`src/sv/sitd_pkg.sv`:
```
// Package for the signed integer to decimal text block: constants, control word
// types and the microprogram table used by the sequencer and the datapath.
// Depends on nothing.
package sitd_pkg;

  localparam int unsigned VALUE_W    = 32;
  localparam int unsigned NUM_DIGITS = 10;
  localparam int unsigned BCD_W      = 4 * NUM_DIGITS;
  localparam int unsigned CNT_W      = $clog2(VALUE_W);
  localparam int unsigned ND_W       = 4;
  localparam int unsigned STEP_W     = 3;

  localparam logic [7:0] CHAR_MINUS = 8'd45;
  localparam logic [7:0] CHAR_ZERO  = 8'd48;

  typedef logic [STEP_W-1:0] step_t;

  typedef enum logic [2:0] {
    OP_IDLE,
    OP_DABBLE,
    OP_TRIM,
    OP_SIGN,
    OP_EMIT
  } op_t;

  typedef enum logic [2:0] {
    COND_NONE,
    COND_START,
    COND_MORE_BITS,
    COND_LEAD_ZERO,
    COND_MORE_DIGITS
  } cond_t;

  typedef struct packed {
    op_t   op;
    cond_t cond;
    step_t jump_step;
    step_t next_step;
  } uword_t;

  // Status flags from the datapath, sampled by the sequencer's jump logic.
  typedef struct packed {
    logic more_bits;
    logic lead_zero;
    logic more_digits;
  } dp_status_t;

  typedef struct packed {
    op_t  op;
    logic load;
  } dp_ctrl_t;

  localparam step_t STEP_IDLE   = 3'd0;
  localparam step_t STEP_DABBLE = 3'd1;
  localparam step_t STEP_TRIM   = 3'd2;
  localparam step_t STEP_SIGN   = 3'd3;
  localparam step_t STEP_EMIT   = 3'd4;

  function automatic uword_t uc_rom(input step_t s);
    uword_t w;
    case (s)
      STEP_IDLE:   w = '{OP_IDLE,   COND_START,       STEP_DABBLE, STEP_IDLE};
      STEP_DABBLE: w = '{OP_DABBLE, COND_MORE_BITS,   STEP_DABBLE, STEP_TRIM};
      STEP_TRIM:   w = '{OP_TRIM,   COND_LEAD_ZERO,   STEP_TRIM,   STEP_SIGN};
      STEP_SIGN:   w = '{OP_SIGN,   COND_NONE,        STEP_EMIT,   STEP_EMIT};
      STEP_EMIT:   w = '{OP_EMIT,   COND_MORE_DIGITS, STEP_EMIT,   STEP_IDLE};
      default:     w = '{OP_IDLE,   COND_NONE,        STEP_IDLE,   STEP_IDLE};
    endcase
    return w;
  endfunction

endpackage

```
`src/sv/sitd_datapath.sv`:
```
// Datapath for the decimal text block: binary to BCD by shift-and-add-3,
// leading zero removal and character output registers.
// Depends on sitd_pkg.
module sitd_datapath (
  input  logic                               clk,
  input  logic                               rst,
  input  sitd_pkg::dp_ctrl_t                 ctrl,
  input  logic signed [sitd_pkg::VALUE_W-1:0] value,
  output sitd_pkg::dp_status_t               status,
  output logic                               strobe,
  output logic [7:0]                         ascii_char,
  output logic                               is_last,
  output logic [3:0]                         total_length
);
  import sitd_pkg::*;

  logic [VALUE_W-1:0] mag;
  logic [BCD_W-1:0]   bcd;
  logic [BCD_W-1:0]   bcd_adj;
  logic [CNT_W-1:0]   cnt;
  logic [ND_W-1:0]    nd;
  logic [3:0]         total;
  logic               neg;
  logic [3:0]         top_digit;

  assign top_digit = bcd[BCD_W-1 -: 4];

  // Each BCD digit of five or more gets three added before the shift.
  always_comb begin
    for (int i = 0; i < NUM_DIGITS; i++) begin
      if (bcd[4*i +: 4] >= 4'd5) begin
        bcd_adj[4*i +: 4] = bcd[4*i +: 4] + 4'd3;
      end else begin
        bcd_adj[4*i +: 4] = bcd[4*i +: 4];
      end
    end
  end

  assign status.more_bits   = (cnt != CNT_W'(VALUE_W - 1));
  assign status.lead_zero   = (top_digit == 4'd0) && (nd != ND_W'(1));
  assign status.more_digits = (nd != ND_W'(1));

  always_ff @(posedge clk) begin
    if (ctrl.load) begin
      neg <= value[VALUE_W-1];
      mag <= value[VALUE_W-1] ? (~value + 1'b1) : value;
      bcd <= '0;
      cnt <= '0;
      nd  <= ND_W'(NUM_DIGITS);
    end else begin
      case (ctrl.op)
        OP_DABBLE: begin
          bcd <= {bcd_adj[BCD_W-2:0], mag[VALUE_W-1]};
          mag <= {mag[VALUE_W-2:0], 1'b0};
          cnt <= cnt + 1'b1;
        end
        OP_TRIM: begin
          if (status.lead_zero) begin
            bcd <= {bcd[BCD_W-5:0], 4'd0};
            nd  <= nd - 1'b1;
          end
        end
        OP_SIGN: begin
          total <= nd + {3'd0, neg};
        end
        OP_EMIT: begin
          bcd <= {bcd[BCD_W-5:0], 4'd0};
          nd  <= nd - 1'b1;
        end
        default: begin
        end
      endcase
    end
  end

  always_ff @(posedge clk) begin
    if (rst) begin
      strobe <= 1'b0;
    end else begin
      strobe <= (ctrl.op == OP_EMIT) || ((ctrl.op == OP_SIGN) && neg);
    end
  end

  always_ff @(posedge clk) begin
    if (ctrl.op == OP_SIGN) begin
      ascii_char   <= CHAR_MINUS;
      is_last      <= 1'b0;
      total_length <= 4'd0;
    end else begin
      ascii_char   <= CHAR_ZERO + {4'd0, top_digit};
      is_last      <= !status.more_digits;
      total_length <= status.more_digits ? 4'd0 : total;
    end
  end

endmodule

```
`src/sv/signed_int_to_decimal_ascii.sv`:
```
// Top level of the signed integer to decimal text block: microprogram
// sequencer driving the datapath. Depends on sitd_pkg and sitd_datapath.
//
// A value is taken when start is high while busy is low. Its text follows as
// one character per cycle on ascii_char, each marked by a one-cycle strobe:
// a '-' for a negative value, then the digits without leading zeros, the last
// one carrying is_last and total_length. The receiver cannot stall, so every
// strobed character must be taken in its cycle. After the accepting edge busy
// stays high until the last step is done, so no new item is taken while one is
// still being converted. The steps run in order: the shift-and-add-3 loop over
// the 32 bits of the value, one step for each leading zero digit removed plus one
// that finds the first significant digit, one sign step and one step per
// digit. The leading zeros and the digits always add up to ten, so the time
// does not depend on the value. The last character is strobed in the first
// idle cycle, when the next item may already be taken.
module signed_int_to_decimal_ascii (
  input  logic                                clk,
  input  logic                                rst,
  input  logic                                start,
  output logic                                busy,
  input  logic signed [sitd_pkg::VALUE_W-1:0] value,
  output logic                                strobe,
  output logic [7:0]                          ascii_char,
  output logic                                is_last,
  output logic [3:0]                          total_length
);
  import sitd_pkg::*;

  step_t      step;
  step_t      step_next;
  uword_t     uword;
  logic       cond_true;
  dp_ctrl_t   ctrl;
  dp_status_t status;

  assign uword = uc_rom(step);
  assign busy  = (uword.op != OP_IDLE);

  always_comb begin
    case (uword.cond)
      COND_START:       cond_true = start;
      COND_MORE_BITS:   cond_true = status.more_bits;
      COND_LEAD_ZERO:   cond_true = status.lead_zero;
      COND_MORE_DIGITS: cond_true = status.more_digits;
      default:          cond_true = 1'b0;
    endcase
    step_next = cond_true ? uword.jump_step : uword.next_step;
  end

  always_ff @(posedge clk) begin
    if (rst) begin
      step <= STEP_IDLE;
    end else begin
      step <= step_next;
    end
  end

  assign ctrl.op   = uword.op;
  assign ctrl.load = (uword.op == OP_IDLE) && start;

  sitd_datapath u_dp (
    .clk          (clk),
    .rst          (rst),
    .ctrl         (ctrl),
    .value        (value),
    .status       (status),
    .strobe       (strobe),
    .ascii_char   (ascii_char),
    .is_last      (is_last),
    .total_length (total_length)
  );

endmodule

```
`config.mk`:
```
export PLATFORM = sky130hd
export DESIGN_NAME = signed_int_to_decimal_ascii
export DESIGN_NICKNAME = d
export VERILOG_FILES = /design/src/sv/sitd_pkg.sv /design/src/sv/sitd_datapath.sv /design/src/sv/signed_int_to_decimal_ascii.sv
export SDC_FILE = /design/constraint.sdc
export NUM_CORES = 1
export LEC_CHECK = 0
export ABC_AREA = 1
export BUFFER_PORTS_ARGS = -buffer_cell sky130_fd_sc_hd__buf_2
export CAP_MARGIN = 20
export CORE_MARGIN = 2
export CORE_UTILIZATION = 45
export DETAILED_ROUTE_END_ITERATION = 7
export MAX_ROUTING_LAYER = met4
export PLACE_DENSITY = 0.73
export REMOVE_ABC_BUFFERS = 1
export SYNTH_ARGS = -nofsm -noshare
export SYNTH_HDL_FRONTEND = slang
export SYNTH_SLANG_ARGS = --single-unit
```
`constraint.sdc`:
```
create_clock -name clk -period 2 [get_ports clk]
set_input_delay 0.2 -clock clk [delete_from_list [all_inputs] [get_ports clk]]
set_output_delay 0.2 -clock clk [all_outputs]
set_load 0.02 [all_outputs]
```
== Word-level counts from Yosys, hierarchy flattened ==
Index checks and enable logic that the tools add are counted.
Widths: inputs -> output; s select.
Word-level totals
  word-level logic and storage cells: 89
  output and inout bits: 15
  register bits: 103
  input port bits: 35
Operators by class
  equal/unequal tests: 15
  reductions and logical operators: 16
  magnitude comparators: 10
  add/sub/neg operators: 15
  mux-type cells: 20
  bitwise operators: 2
Operators by type and width (count)
  $pmux 40 s3: 1
  $mux 32: 3
  $pmux 12 s5: 1
  $ge 4x3->1 const B: 10
  $mux 4: 10
  $mux 40: 1
  $add 4x2->4 const B: 9
  $add 32x1->32 const B: 1
  $not 32->32: 1
  $eq 3x2->1 const B: 6
  $eq 3x1->1 const B: 3
  $eq 3x3->1 const B: 3
  $pmux 4 s2: 1
  $add 6x4->7 const A: 1
  $logic_not 3->1: 2
  $mux 3: 2
  $reduce_and 2->1: 3
  $reduce_bool 3->1: 2
  $add 5x1->5 const B: 1
  $ne 5x5->1 const B: 1
  $add 4x1->4: 1
  $logic_not 4->1: 1
  $ne 4x1->1 const B: 1
  $pmux 1 s4: 1
  9 further kinds: 12

== Logic depth before layout (Yosys ltp) ==
Gate-level depths: netlist of run 1.
  depth after elaboration: 6
  depth in mapped cells: 11
  gate-level depth less buffers: 11

== Modules after synthesis ==
Synthesis of run 1 repeated with hierarchy kept, for this count alone.
Unflattened totals
  cells, all modules: 846
  area total of the unflattened synthesis: 6204.7 µm²
Modules (own cells, without submodules)
  sitd_datapath: sequential area each 2312.2 µm², times used 1, area an instance 5999.5 µm², cells each 814
  signed_int_to_decimal_ascii: sequential area each 60.1 µm², times used 1, area an instance 205.2 µm², cells each 32

== Worst setup path after synthesis of run 1 ==
Ideal clock, no wire load.
  path kind: register to register
  from: register step[0]
  to: register u_dp.mag[0] (enable)
  required time: 1611 ps
  data arrival time: 1721 ps
  stages on the path, launching flop included: 7
  clock period less this slack: 2110 ps
  setup slack: -110 ps
  path buffers: 2
  setup time: 389 ps
  cells stage by stage: dfxtp_1 > nor2_2 > nand2_2 > nand3_1 > buf_4 > buf_2 > nand2_1
On the way
  word-level cells in the longest chain between the ends: 5
  elaborated cells on any way between the ends: 10
  classes of those cells: 5 x eq/ne; 1 x mux; 4 x reduce/logical
Ends and longest elaborated chain
  from (decl): RTL line signed_int_to_decimal_ascii.sv:29  | step_t step;
  from (signal assigned): RTL line signed_int_to_decimal_ascii.sv:54  | step <= step_next;
  $eq 3x3->1 (tied with other cells): RTL line sitd_pkg.sv:61  | case (s)
  $pmux 12 s5 (*): RTL line sitd_pkg.sv:61
  $logic_not 3->1: RTL line signed_int_to_decimal_ascii.sv:59  | assign ctrl.load = (uword.op == OP_IDLE) && start;
  $logic_and 1x1->1: RTL line signed_int_to_decimal_ascii.sv:59
  $reduce_bool 2->1 (no source line) (*)
  to (signal assigned): RTL line sitd_datapath.sv:46  | mag <= value[VALUE_W-1] ? (~value + 1'b1) : value;
  to (signal assigned): RTL line sitd_datapath.sv:54  | mag <= {mag[VALUE_W-2:0], 1'b0};
  to (decl): RTL line sitd_datapath.sv:17  | logic [VALUE_W-1:0] mag;
Mark *: on every way between the ends. The rest lies on a longest branch, timed or not.
A chain may end at the register's enable or synchronous reset.

== Final worst setup path of run 1 ==
  from: register u_dp.nd[1]
  to: register u_dp.bcd[10]
On the way
  word-level cells in the longest chain between the ends: 4
Ends and longest elaborated chain
  from (decl): RTL line sitd_datapath.sv:21  | logic [ND_W-1:0] nd;
  from (signal assigned): RTL line sitd_datapath.sv:49  | nd <= ND_W'(NUM_DIGITS);
  from (signal assigned): RTL line sitd_datapath.sv:60  | nd <= nd - 1'b1;
  from (signal assigned): RTL line sitd_datapath.sv:68  | nd <= nd - 1'b1;
  $ne 4x1->1: RTL line sitd_datapath.sv:40  | assign status.lead_zero = (top_digit == 4'd0) && (nd != ND_W'(1));
  $logic_and 1x1->1: RTL line sitd_datapath.sv:40
  $ne 2x2->1 (no source line)
  $reduce_and 2->1 (no source line)
  to (signal assigned): RTL line sitd_datapath.sv:53  | bcd <= {bcd_adj[BCD_W-2:0], mag[VALUE_W-1]};
  to (signal assigned): RTL line sitd_datapath.sv:59  | bcd <= {bcd[BCD_W-5:0], 4'd0};
  to (signal assigned): RTL line sitd_datapath.sv:67  | bcd <= {bcd[BCD_W-5:0], 4'd0};
  to (decl): RTL line sitd_datapath.sv:18  | logic [BCD_W-1:0] bcd;
No other way between the ends.

==> out/results.tsv, run 1 <==
stage	metric	value	unit
critical_path	worst path bufs/invs	3	
placed_design	hpwl dp	8.93	mm
synth	Post-Synth XOR/XNOR Area	4.12	%
placed_design	DP Area	0.00653	mm2
critical_path	CP max FO	36	
detailed_routing	drt via density	4.95	
synth	#FFs+latches synth	100	
synth	YS warnings	0	
synth	share of the synthesized area in the top cell type	20.5	%
sta	RSZ-0062 raised after global routing	no	
floorplanning	die height	121	um
sta	Max-slew headroom	63.9	%
synth	Synth cell types	36	
power	clock share of power	17.2	%
placed_design	gpl congestion	0.930	
power	static leakage	3.12	nW
floorplanning	cell row count	42	
synth	Synth area leader	dfxtp_1	
sta	Final Hold Fails	0	
synth	Synth area leaders	dfxtp_1 20%, edfxtp_1 18%, nand2_1 10%	
sta	period utilisation layout	91.4	%
layout	NumNets Final	952	
grt	grt ovf	0	
detailed_routing	Routed WL per cell	11.6	um
critical_path	reg2reg setup slack	0.17	ns
layout	design area	0.00682	mm2
critical_path	CP endpoint	u_dp.bcd[10]	
floorplanning	core outline area	0.0133	mm2
floorplanning	Initial Utilization	46.4	%
cts	H-tree levels	3	
power	peak supply drop	0.601	mV
synth	Post-Synth Adder-Cell Area	5.68	%
critical_path	Largest stage delay, worst path	0.40	ns
cts	CTS tree	yes	
floorplanning	num ports	50	
critical_path	Stages on worst setup path	10	
critical_path	slowest CP cell	dfxtp_1	
grt	vias in the first global route	4795	
job	max cap viols	0	
sta	Fin Setup TNS	0	ns
cts	CTS Root Cell	clkbuf_16	
critical_path	R2R cell count	10	
synth	main combinational cell family by area after synthesis	simple AND/OR/NAND/NOR gates	
critical_path	worst-path cell chain	inv_1 -> ha_1 -> nand3_1 -> nand3_2 -> nand2_4 -> inv_6 -> nand2_8 -> buf_4 -> o21ai_0 -> nor2_1	
layout	Fillers	1279	
critical_path	CP Capture Type	register	
critical_path	WS Path Type	reg -> reg	
detailed_routing	Detailed Route Iter0 Violations	302	
cts	Max clock buf depth	2	
sta	achievable frequency	547	MHz
grt	total track usage	18.2	%
synth	mean post-synth cell area	7.25	um2
cts	CTS clk-pin slew, worst paths	0.07	ns
critical_path	Critical Path AT	2.11	ns
critical_path	Crit path max-delay family	simple AND/OR/NAND/NOR gates	
detailed_routing	Final ANT Viol Nets	0	
critical_path	Crit Reg-Reg Endpoint	u_dp.bcd[10]	
detailed_routing	Vias	5301	
power	Sw Ratio	41.9	%
power	Combinational Power Share	45.8	%
sta	worst hold margin	0.0861	ns
placed_design	IO Port Bufs	46	
sta	Setup-failing EPs final	0	
synth	simple-gate share of the synthesized area	26.0	%
synth	Compound-Gate Fraction of Synth Area	14.8	%
floorplanning	area of the die	0.0146	mm2
power	Seq pwr share	37.0	%
power	P_sw	4.05	mW
floorplanning	Die Span X	121	um
worst_hold_path	hold crit path type	in -> reg	
cts	total CTS buffers	9	
critical_path	Critical Path Start Type	register	
sta	Final Max Tran Viols	0	
critical_path	Worst Path Required	2.28	ns
placed_design	Placed Cells incl. Taps	1054	
detailed_routing	final wirelength	12.4	mm
detailed_routing	DRC viols	0	
layout	final cell count without fillers	1070	
synth	sequential-to-total area share from yosys stat	38.5	%
layout	share of cells above drive strength 1	11.5	%
synth	Mapped Cells	850	
cts	CTS sink count	100	
sta	Layout Skew	0.00769	ns
cts	number of setup buffers added after CTS	0	
sta	Final Critical Period	1.83	ns
critical_path	CP startpoint	u_dp.nd[1]	
power	total power draw	9.68	mW
power	Pint	5.63	mW
cts	worst skew pair latency	0.35	ns
status	status	finished, final reports clean	
synth	mux contribution to synthesized area	0	%
layout	# diodes	0	
power	Cell Pwr Density	1420	mW/mm2
synth	post-synthesis cell area	0.00616	mm2
detailed_routing	DRT Pass-1 Iters	4	
sta	Least-Margin Pin Slew	0.539	ns
grt	first-pass GRT wire length	21.5	mm
grt	initial antenna violation count	0	
critical_path	worst r2r src	u_dp.nd[1]	
grt	largest net degree at the start of global routing	71	
layout	P&R area growth vs syn	10.6	%
-- logic make-up (layout without fill, tap and decap cells) --
group	after synthesis	count (layout)
flip-flops	100	100
AND/OR/NAND/NOR	381	381
other	2	3
AO/OA/AOI/OAI	170	170
buffers and inverters	140	183
XOR/XNOR	29	29
adder cells (fa/ha/maj)	28	28
-- cells in the mapped netlist --
cell type / instances
inv_6: 1
buf_4: 7
or2_2: 2
a21oi_2: 5
nand2_1: 169
nand2_2: 2
conb_1: 2
nor3_1: 3
and2_1: 1
o21ai_1: 21
nand2_4: 1
o21ai_2: 1
nor3b_1: 1
inv_2: 4
xor2_1: 23
o211ai_1: 12
xnor2_1: 6
edfxtp_1: 37
nand4_1: 12
inv_1: 100
a21oi_1: 32
clkbuf_1: 4
ha_1: 28
nor2_1: 119
nand3_1: 64
buf_2: 11
nor2_2: 4
o22ai_1: 1
o21ai_0: 97
buf_6: 12
dfxtp_1: 63
nand2_8: 1
nand3b_1: 1
inv_4: 1
o211ai_2: 1
nand3_2: 1
-- worst register-to-register path, stage by stage (launching register included) --
cell     delay (ns)
dfxtp_1        0.40
inv_1          0.09
ha_1           0.18
nand3_1        0.17
nand3_2        0.14
nand2_4        0.12
inv_6          0.06
nand2_8        0.19
buf_4          0.20
o21ai_0        0.09
nor2_1         0.12
-- power groups by stage --
stage | Combinational, mW | Clock [mW] | Sequential (mW)
final | 4.44 | 1.66 | 3.58
after global routing | 5.12 | 1.80 | 3.69
after CTS | 4.48 | 1.73 | 3.58
after detailed placement | 4.44 | 0 | 3.61
after global placement | 4.37 | 0 | 3.59
after floorplan | 3.27 | 0 | 3.55
-- repair_timing --
| item | 4_1_cts | 5_1_grt |
|---|---|---|
| hold endpoints to repair | 0 | 0 |
| resized for setup | 1 | 1 |
| hold buffers | 0 | 0 |
| setup endpoints to repair | 6 | 6 |
-- cells in the final DEF, fill, tap and decap left out, types with 4 or more instances in the layout --
cell	Yosys	layout
inv_1	100	100
o21ai_0	97	97
inv_2	4	4
xnor2_1	6	6
edfxtp_1	37	37
nor2_1	119	119
ha_1	28	28
buf_12	0	4
a21oi_2	5	5
dfxtp_1	63	63
o21ai_1	21	21
clkbuf_16	0	9
nand4_1	12	12
o211ai_1	12	12
buf_4	7	11
nand3_1	64	63
a21oi_1	32	32
nand2_1	169	169
inv_6	1	4
buf_2	11	46
xor2_1	23	23
nor2_2	4	4
-- final cells by class --
type | instances | area, um2 | share of cell area (%)
clock buffers | 9 | 225 | 3.30
clock inverters | 7 | 57.6 | 0.844
inverters | 106 | 408 | 5.98
multi-input cells | 611 | 3140 | 46.1
flip-flops and latches | 100 | 2370 | 34.8
well taps | 176 | 220 | 3.23
repair buffers | 61 | 393 | 5.76
-- metrics by stage --
stage	utilization (%)	worst slack (ns)
after global placement	49.1	0.132
final	51.3	0.173
after floorplan	-	-1.77
after global routing	51.3	0.000757
after CTS	51.3	0.116
after detailed placement	49.1	0.0572
-- routing by layer --
| layer | vias to the layer above | part of all wire (%) | track usage, % |
|---|---|---|---|
| met5 | - | 0 | - |
| met1 | 2342 | 49 | 23.3 |
| met3 | 11 | 3.7 | 3.67 |
| li1 | 2850 | - | - |
| met4 | 0 | 1.2 | 4.00 |
| met2 | 98 | 46 | 29.8 |
-- state kept, by name, indices dropped and copies added (netlist names) --
register           count
u_dp.bcd              40
step                   3
u_dp.is_last           1
u_dp.strobe            1
u_dp.mag              32
u_dp.total             4
u_dp.neg               1
u_dp.cnt               5
u_dp.total_length      4
u_dp.ascii_char        5
u_dp.nd                4
-- how the worst min path moves through the flow --
stage / startpoint / end / slack, ns / cells past startpoint
floorplan: rst / step[1] / 0.27 / 1
global placement: rst / step[2] / 0.43 / 2
detailed placement: rst / step[2] / 0.43 / 2
CTS: rst / step[2] / 0.07 / 2
global route: rst / step[2] / 0.07 / 2
finish: rst / step[2] / 0.09 / 2
No activity file was read; power rests on OpenSTA's default activity.
==> inputs of run 2 (changes only) <==
Settings changed: CTS_BUF_LIST from default to sky130_fd_sc_hd__clkbuf_4.
==> out/results.tsv, run 2 (same netlist as run 1, synthesis figures left out) <==
stage	metric	value	unit
sta	Layout Skew	0.0134	ns
power	Cell Pwr Density	1350	mW/mm2
sta	Setup-failing EPs final	0	
critical_path	slowest CP cell	dfxtp_1	
sta	worst hold margin	0.0892	ns
critical_path	WS Path Type	reg -> reg	
detailed_routing	drt via density	4.99	
layout	biggest regs	u_dp.bcd: 40 flops, u_dp.mag: 32 flops	
critical_path	CP Capture Type	register	
sta	Least-Margin Pin Slew	0.538	ns
cts	total CTS buffers	9	
layout	most common cell after layout, fill and taps aside	nand2_1	
sta	worst setup margin	0.231	ns
cts	worst skew pair latency	0.45	ns
cts	number of setup buffers added after CTS	0	
sta	Max-slew headroom	64.0	%
layout	NumNets Final	954	
cts	CTS sink count	100	
detailed_routing	Routed WL per cell	11.7	um
layout	Largest Register	u_dp.bcd	
detailed_routing	Detailed Route Iter0 Violations	292	
layout	max FFs per register	40	
layout	# diodes	0	
detailed_routing	Final ANT Viol Nets	0	
placed_design	pre-CTS WS	0.0572	ns
grt	largest net degree at the start of global routing	71	
layout	P&R area growth vs syn	8.40	%
layout	share of cells above drive strength 1	11.6	%
grt	grt ovf	0	
detailed_routing	final wirelength	12.5	mm
job	max cap viols	0	
sta	Final Critical Period	1.77	ns
critical_path	CP max FO	18	
sta	Fin Setup TNS	0	ns
layout	most frequent cells in the layout	169 x nand2_1, 119 x nor2_1, 100 x inv_1	
worst_hold_path	hold crit path type	in -> reg	
sta	achievable frequency	565	MHz
cts	CTS tree	yes	
placed_design	hpwl dp	8.93	mm
critical_path	Worst Path Required	2.29	ns
placed_design	gpl congestion	0.930	
critical_path	Critical Path AT	2.06	ns
floorplanning	die height	121	um
floorplanning	area of the die	0.0146	mm2
cts	Max clock buf depth	2	
sta	period utilisation layout	88.5	%
cts	H-tree levels	3	
grt	first-pass GRT wire length	21.2	mm
status	status	finished, final reports clean	
cts	CTS Root Cell	clkbuf_4	
sta	RSZ-0062 raised after global routing	no	
detailed_routing	DRT Pass-1 Iters	4	
floorplanning	Initial Utilization	46.4	%
critical_path	Critical Path Start Type	register	
power	peak supply drop	0.620	mV
detailed_routing	Vias	5346	
floorplanning	num ports	50	
layout	final core occ	50.3	%
grt	vias in the first global route	4757	
sta	Final Hold Fails	0	
cts	CTS clk-pin slew, worst paths	0.16	ns
floorplanning	core outline area	0.0133	mm2
floorplanning	Die Span X	121	um
floorplanning	cell row count	42	
critical_path	Largest stage delay, worst path	0.40	ns
grt	initial antenna violation count	0	
sta	Final Max Tran Viols	0	
critical_path	worst-path cell chain	o21ai_0 -> nand3_2 -> inv_2 -> buf_12 -> nand2_1 -> o21ai_1	
grt	total track usage	17.9	%
detailed_routing	DRC viols	0	
power	static leakage	3.06	nW
placed_design	IO Port Bufs	46	
[run 2: what timing repair did]
item / in CTS / in global routing
setup endpoints to repair: 0 / 33
resized for setup: 0 / 2
hold buffers: 1 / 0
hold endpoints to repair: 3 / 0
[run 2: path summary, 6_finish.rpt]
check	startpoint	endpoint	slack (ns)	depth (start not counted)
setup reg to reg	step[0]	u_dp.mag[20]	0.23	6
setup / recovery	step[0]	u_dp.mag[20]	0.23	6
hold reg to reg	u_dp.total[2]	u_dp.total_length[2]	0.48	2
hold / removal	value[0]	u_dp.mag[0]	0.09	3
[run 2: layout make-up]
type	instances	area, um2
fill	1293	6610
multi-input combinational	612	3150
sequential	100	2370
inverter	106	408
timing repair buffer	62	403
tap	176	220
clock buffer	9	67.6
clock inverter	7	57.6
[run 2: worst max-delay path, delay by kind of cell, from the launching register on]
family / cells / cell delay, ns
AOI/OAI and AO/OA: 2 / 0.44
DFF: 1 / 0.40
buffers and inverters: 2 / 0.40
and+or+nand+nor: 2 / 0.35
[run 2: power breakdown]
group	total (mW)	internal, mW	switching, mW	leakage, nW
Combinational	4.48	1.68	2.80	2.12
Clock	1.00	0.274	0.727	0.0614
Sequential	3.57	3.09	0.484	0.884
Total	9.05	5.04	4.01	3.06
[run 2: layer usage]
| layer | share of wire (%) | track usage [%] |
|---|---|---|
| met1 | 49 | 23.1 |
| met2 | 45 | 29.2 |
| met3 | 4.1 | 2.96 |
| met4 | 1.5 | 4.65 |
| met5 | 0 | - |
[run 2: through the flow]
| stage | instances | power [mW] | instance area, um2 |
|---|---|---|---|
| 4_1_cts | 1071 | 9.09 | 6660 |
| 5_1_grt | 1072 | 9.95 | 6680 |
| 3_3_place_gp | 1054 | 7.95 | 6530 |
| 6_report | 1072 | 9.05 | 6680 |
| 3_5_place_dp | 1054 | 8.06 | 6530 |
| 2_1_floorplan | 817 | 6.82 | 5910 |
